<file path="src/design/kms_pkg.sv">
// ----------------------------------------------------------------------------
// kms_pkg: shared types and constants of the KMP stream matcher
// Item codes, sequencer states, the step unit control group and the
// fixed port widths.
// ----------------------------------------------------------------------------
package kms_pkg;

   localparam int MAX_PATTERN_DEFAULT = 1024;
   localparam int SYMBOL_BITS_DEFAULT = 32;

   localparam int FUNC_BITS        = 2;
   localparam int SYMBOL_PORT_BITS = 32;
   localparam int LEN_PORT_BITS    = 11;
   localparam int COUNT_BITS       = 32;

   typedef enum logic [FUNC_BITS-1:0] {
      FUNC_CLEAR  = 2'd0,
      FUNC_APPEND = 2'd1,
      FUNC_TEXT   = 2'd2
   } func_type;

   typedef enum logic [2:0] {
      ST_IDLE,
      ST_SEED,
      ST_SEED_LOAD,
      ST_FETCH,
      ST_COMPARE,
      ST_RESP
   } state_type;

   typedef struct packed {
      logic load_start;
      logic load_seed;
      logic step;
   } step_ctrl_type;

endpackage

</file>
<file path="src/design/kms_step_unit.sv">
// ----------------------------------------------------------------------------
// kms_step_unit: shared compare-and-follow step of the failure link walk
// Holds the walk position, compares the symbol with the stored pattern
// symbol and either extends the prefix or drops back along a link.
// ----------------------------------------------------------------------------
module kms_step_unit import kms_pkg::*; #(
   parameter int MAX_PATTERN = MAX_PATTERN_DEFAULT,
   parameter int SYMBOL_BITS = SYMBOL_BITS_DEFAULT
) (
   input  logic                                clock,
   input  step_ctrl_type                       ctrl,
   input  logic [$clog2(MAX_PATTERN)-1:0]      start_k,
   input  logic [((SYMBOL_BITS < SYMBOL_PORT_BITS) ? SYMBOL_BITS : SYMBOL_PORT_BITS)-1:0]
                                               symbol,
   input  logic [((SYMBOL_BITS < SYMBOL_PORT_BITS) ? SYMBOL_BITS : SYMBOL_PORT_BITS)-1:0]
                                               pat_rd_data,
   input  logic [$clog2(MAX_PATTERN)-1:0]      link_rd_data,
   output logic [$clog2(MAX_PATTERN)-1:0]      k,
   output logic                                done,
   output logic [$clog2(MAX_PATTERN+1)-1:0]    result
);

   localparam int ADDR_W = $clog2(MAX_PATTERN);
   localparam int LEN_W  = $clog2(MAX_PATTERN + 1);

   logic [ADDR_W-1:0] k_ff, k_in;
   logic [LEN_W-1:0]  res_ff, res_in;
   logic              hit;
   logic              at_zero;

   assign hit     = (symbol == pat_rd_data);
   assign at_zero = (k_ff == '0);
   assign done    = hit || at_zero;

   always_comb begin
      k_in   = k_ff;
      res_in = res_ff;
      if (ctrl.load_start) begin
         k_in = start_k;
      end else if (ctrl.load_seed) begin
         k_in = link_rd_data;
      end else if (ctrl.step) begin
         if (hit) begin
            res_in = LEN_W'(k_ff) + LEN_W'(1);
         end else if (at_zero) begin
            res_in = '0;
         end else begin
            // follow the failure link of the matched prefix, stored at index k - 1
            k_in = link_rd_data;
         end
      end
   end

   always_ff @(posedge clock) begin
      k_ff   <= k_in;
      res_ff <= res_in;
   end

   assign k      = k_ff;
   assign result = res_ff;

endmodule

</file>
<file path="config.mk">
export PLATFORM = sky130hd
export DESIGN_NAME = kms_step_unit
export DESIGN_NICKNAME = d
export VERILOG_FILES = /design/src/design/kms_pkg.sv /design/src/design/kms_step_unit.sv
export SDC_FILE = /design/constraint.sdc
export NUM_CORES = 1
export LEC_CHECK = 0
export ABC_AREA = 1
export BUFFER_PORTS_ARGS = -buffer_cell sky130_fd_sc_hd__clkbuf_2
export CAP_MARGIN = 20
export CORE_UTILIZATION = 42
export CTS_BUF_LIST = sky130_fd_sc_hd__clkbuf_2 sky130_fd_sc_hd__clkbuf_4 sky130_fd_sc_hd__clkbuf_8
export CTS_CLUSTER_DIAMETER = 120
export DETAILED_ROUTE_END_ITERATION = 10
export PLACE_DENSITY = 0.83
export SETUP_SLACK_MARGIN = 0.4
export SLEW_MARGIN = 20
export SYNTH_ARGS = -nofsm -noshare
export SYNTH_HDL_FRONTEND = slang
export SYNTH_SLANG_ARGS = --single-unit
</file>
<file path="constraint.sdc">
create_clock -name clock -period 2.6 [get_ports clock]
set_input_delay 0.13 -clock clock [delete_from_list [all_inputs] [get_ports clock]]
set_output_delay 0.13 -clock clock [all_outputs]
set_load 0.01 [all_outputs]
</file>
# Word level (Yosys, flattened, before mapping)
# Index checks and enable logic that the tools add are counted.
dict set report op_classes {
  shift 0
  n_bitwise 2
  reduce_logical 6
  addsub 1
  eq_ne 3
  n_mux 7
  n_lt_le_gt_ge 0
  n_mul 0
  n_div 0
}
# op count
set op_table {}
lappend op_table {{two-way mux 10 bit} 5}
lappend op_table {{== test 32 bit} 1}
lappend op_table {{two-way mux 11 bit} 2}
lappend op_table {{adder 10 x 1 -> 11 bit, second input constant} 1}
lappend op_table {{zero test 10 bit} 1}
lappend op_table {{!= test 3 bit, second input constant} 2}
lappend op_table {{AND reduction 4 bit} 1}
lappend op_table {{AND reduction 3 bit} 1}
lappend op_table {{nonzero test 3 bit} 1}
lappend op_table {{inverter 1 bit} 2}
lappend op_table {{nonzero test 2 bit} 1}
lappend op_table {{logical OR 1 bit} 1}
dict set report word_totals {
  elab_cells 21
  latchBits 0
  ff_bits 21
  romBits 0
  ram_bits 0
  n_memories 0
  out_inout_bits 22
}

# Longest topological paths before layout
dict set report depth {
  ltp_word 6
  depth_mapped 10
  ltp_nobuf 10
}

# Worst setup path before layout
# No wires, ideal clock.
dict set report synth_timing {
  kind {register to register}
  start {reg k_ff[6] (netlist: k[6])}
  end {reg res_ff[0] (netlist: result[0]), enable pin}
  slack_ps 659
  t_required_ps 2218
  path_stages_with_launch 4
  t_arrival_ps 1559
  setup_ps 382
  synth_period_minus_slack_ps 1941
  path_cell_list {edfxtp_1 nor4_1 nand4_1 a21oi_1}
}
dict set report synth_between {
  elab_chain_len 3
}
# item line_no
set synth_rtl {}
lappend synth_rtl {{start: declaration} kms_step_unit.sv:26} ;# logic [ADDR_W-1:0] k_ff, k_in;
lappend synth_rtl {{start signal: assignment} kms_step_unit.sv:55} ;# k_ff <= k_in;
lappend synth_rtl {{zero test 10 bit} kms_step_unit.sv:32} ;# assign at_zero = (k_ff == '0);
lappend synth_rtl {{nonzero test 2 bit (no source line)} --}
lappend synth_rtl {{AND reduction 4 bit (no source line)} --}
lappend synth_rtl {{end signal: assignment} kms_step_unit.sv:56} ;# res_ff <= res_in;
lappend synth_rtl {{end: declaration} kms_step_unit.sv:27} ;# logic [LEN_W-1:0] res_ff, res_in;
# No other way between the ends.
# A chain may end at the register's enable or synchronous reset.

# Worst setup path in the final report
dict set report layout_timing {
  start {reg k_ff[6] (netlist: k[6])}
  end {reg k_ff[3] (netlist: k[3]), enable pin}
}
dict set report layout_between {
  elab_chain_len 3
}
# item line_no
set layout_rtl {}
lappend layout_rtl {{zero test 10 bit} kms_step_unit.sv:32}
lappend layout_rtl {{!= test 3 bit (no source line)} --}
lappend layout_rtl {{AND reduction 3 bit (no source line)} --}
# No other way between the ends.

==> run metrics <==
Die W about 62 um; Net Sw Power 0.1964 mW; clock slew at reported path FFs around 0.11 ns; max_cap viols 0; fillcell total 307; kind of critical path flip-flop to flip-flop; fin crit share approximately two thirds; Sw Ratio 25.63%; initial core utilization between 40 and 50%; Least-Margin Pin Slew 0.4199 ns; Layout area overhead 40.70%; min-delay src start_k[6]; share of the synthesized area in the top cell type about 41%; Crit path arrival time 1.67 ns; postcts setup bufs 0; Synth area leader edfxtp_1; Fmax roughly 590 MHz; grt ovf 0; routed wire length between 3 and 4 mm; Slew Viols, Final 0; TritonRoute pass-1 iters 4; Worst Reg-to-Reg Cells 4; routed length per instance 9.620 um; Worst setup EP type flip-flop; DRC viols 0; vias in the first global route around 1500; Fin. Hold Viols 0; Max FO, Critical Path 10; Die Span Y between 60 and 70 um; layout cell share with drive strength beyond 1 between 40% and 50%; largest net degree at the start of global routing 15; worst-case clock buffer depth 2; Nets slightly below 400; unrepaired setup endpoints after global routing no; area of the core roughly 3400 um2; CTS tree done; post-CTS resize count 0; io pins between 100 and 150; Antenna diodes 0; htree depth 1; Skew-Pair Late Insertion Delay about 0.29 ns; #FFs+latches synth 21; CP startpoint k[6]; # hold bufs at CTS 0; clock sinks 21; critical path data required time 2.57 ns; Detailed Place HPWL ~2.9 mm; initial antenna violation count 0; Rel. slew slack between 70% and 80%; final core utilization a little over three fifths; RR Startpoint k[6]; synthesized area 1534 um2; Avg Cell Area, Syn between 8 and 9 um2; Final GP Congestion about 0.8; antenna-violating nets left 0; Hold Crit Depth 2; Via density ~4.4; Total Power 0.7664 mW; P_int ~0.57 mW; syn_nets ~270; CP startpoint kind flip-flop; placed cells 338; synth top area cells edfxtp_1, nand2_1, xnor2_1; Initial DRC Count 28; Clock Power Share 20.5%; combinational share of power 26.1%; root buf cell clkbuf_4; global-route wire length before repair just under 6 mm; Final Skew 0.006905 ns; setup TNS 0 ns; Die Area between 3000 and 4000 um2; FF-to-FF setup slack approximately 0.9 ns; reg2reg end k[3]; sequential share of the synthesized area 41.11%; GRT Total Usage a little under a fifth; synth warn 0; cell area power density approximately 360 nW/um2; hold path endpoint k[6]; LEAKAGE roughly 1.1 nW; VDD IR max roughly 0.34 mV; status finished, final reports clean; Port Buffer Count between 100 and 150; Post-Syn Instances 184; post-route minimum period 1.700 ns; Sequential Power Share 53.3%; setup violators final 0; via count about 1500; Layout Cells excl Fill roughly 340; row count 21; library cells used by synthesis 21; Tightest Hold Check Type primary input to flip-flop; CTS buffer count 3
through the flow:
stage | hold slack [ns] | area, um2 | setup slack (ns)
floorplan | 0.3498 | 1534 | 0.6585
global placement | 0.4373 | 2128 | 0.9345
detailed placement | 0.4354 | 2128 | 0.9260
CTS | 0.1257 | 2158 | 0.9102
global route | 0.1111 | 2158 | 0.7537
finish | 0.1277 | 2158 | 0.9004
synthesized netlist by cell type (all sizes together):
| cell | instances |
|---|---|
| nand2 | 58 |
| inv | 25 |
| xnor2 | 24 |
| nor2 | 23 |
| edfxtp | 21 |
| mux2 | 10 |
| nand3 | 4 |
| a21oi | 3 |
| nor3 | 3 |
| xor2 | 3 |
| buf | 2 |
| ha | 2 |
| nand4 | 2 |
| or2 | 2 |
| nor4 | 1 |
| o21ai | 1 |
final cells by class:
type	instances	area, um2	area share, %
Inverter	25	93.84	4.348
Clock buffer	4	30.03	1.391
Tap cell	46	57.56	2.667
Timing Repair Buffer	110	553.0	25.62
Multi-Input combinational cell	136	793.3	36.75
Sequential cell	21	630.6	29.22
worst max-delay path by stage:
stage	cells past startpoint	end	slack, ns
floorplan	3	result[0]	0.66
global placement	4	k[6]	0.93
detailed placement	4	k[3]	0.93
CTS	4	k[6]	0.91
global route	4	k[9]	0.75
finish	4	k[3]	0.90
cell usage in the layout, fill, tap and decap left out, drive strengths merged, types with 2 or more instances in the layout:
cell / instances
a21oi: 3
xnor2: 24
ha: 2
mux2: 10
xor2: 3
nor3: 3
nand4: 2
edfxtp: 21
or2: 2
nand3: 4
nand2: 58
nor2: 23
inv: 25
clkbuf: 113
routing by layer:
metal,share of wire (%),global-route usage (%),vias up
li1,-,-,804
met1,41,21.50,650
met2,51,34.10,54
met3,6.1,4.745,6
met4,1.3,4.942,0
met5,0,0,-
registers in the layout (all words and copies together), names as in the netlist:
name    count
k          10
result     11
power groups by stage:
stage / sequential (mW) / combinational, mW / clock (mW)
after floorplan: 0.418 / 0.0977 / 0
after global placement: 0.415 / 0.196 / 0
after detailed placement: 0.416 / 0.201 / 0
after CTS: 0.408 / 0.202 / 0.161
after global routing: 0.412 / 0.228 / 0.181
final: 0.409 / 0.200 / 0.157
cell families (layout without fill, tap and decap cells):
family	Yosys count	count (layout)	synth area share, %
xor gates and xnor gates	27	27	15.42
AOI/OAI and AO/OA	4	4	2.039
adders and majority gates	2	2	1.631
buffers and inverters	27	139	7.177
DFF	21	21	41.11
muxes	10	10	7.341
and+or+nand+nor	93	93	25.29
critical path: stages, from the launching register on:
cell	delay [ns]
edfxtp_1	0.49
nor4_1	0.31
nand4_1	0.19
nand3_1	0.13
nand2_1	0.26
Note: power is estimated with default switching activity, not from simulation.
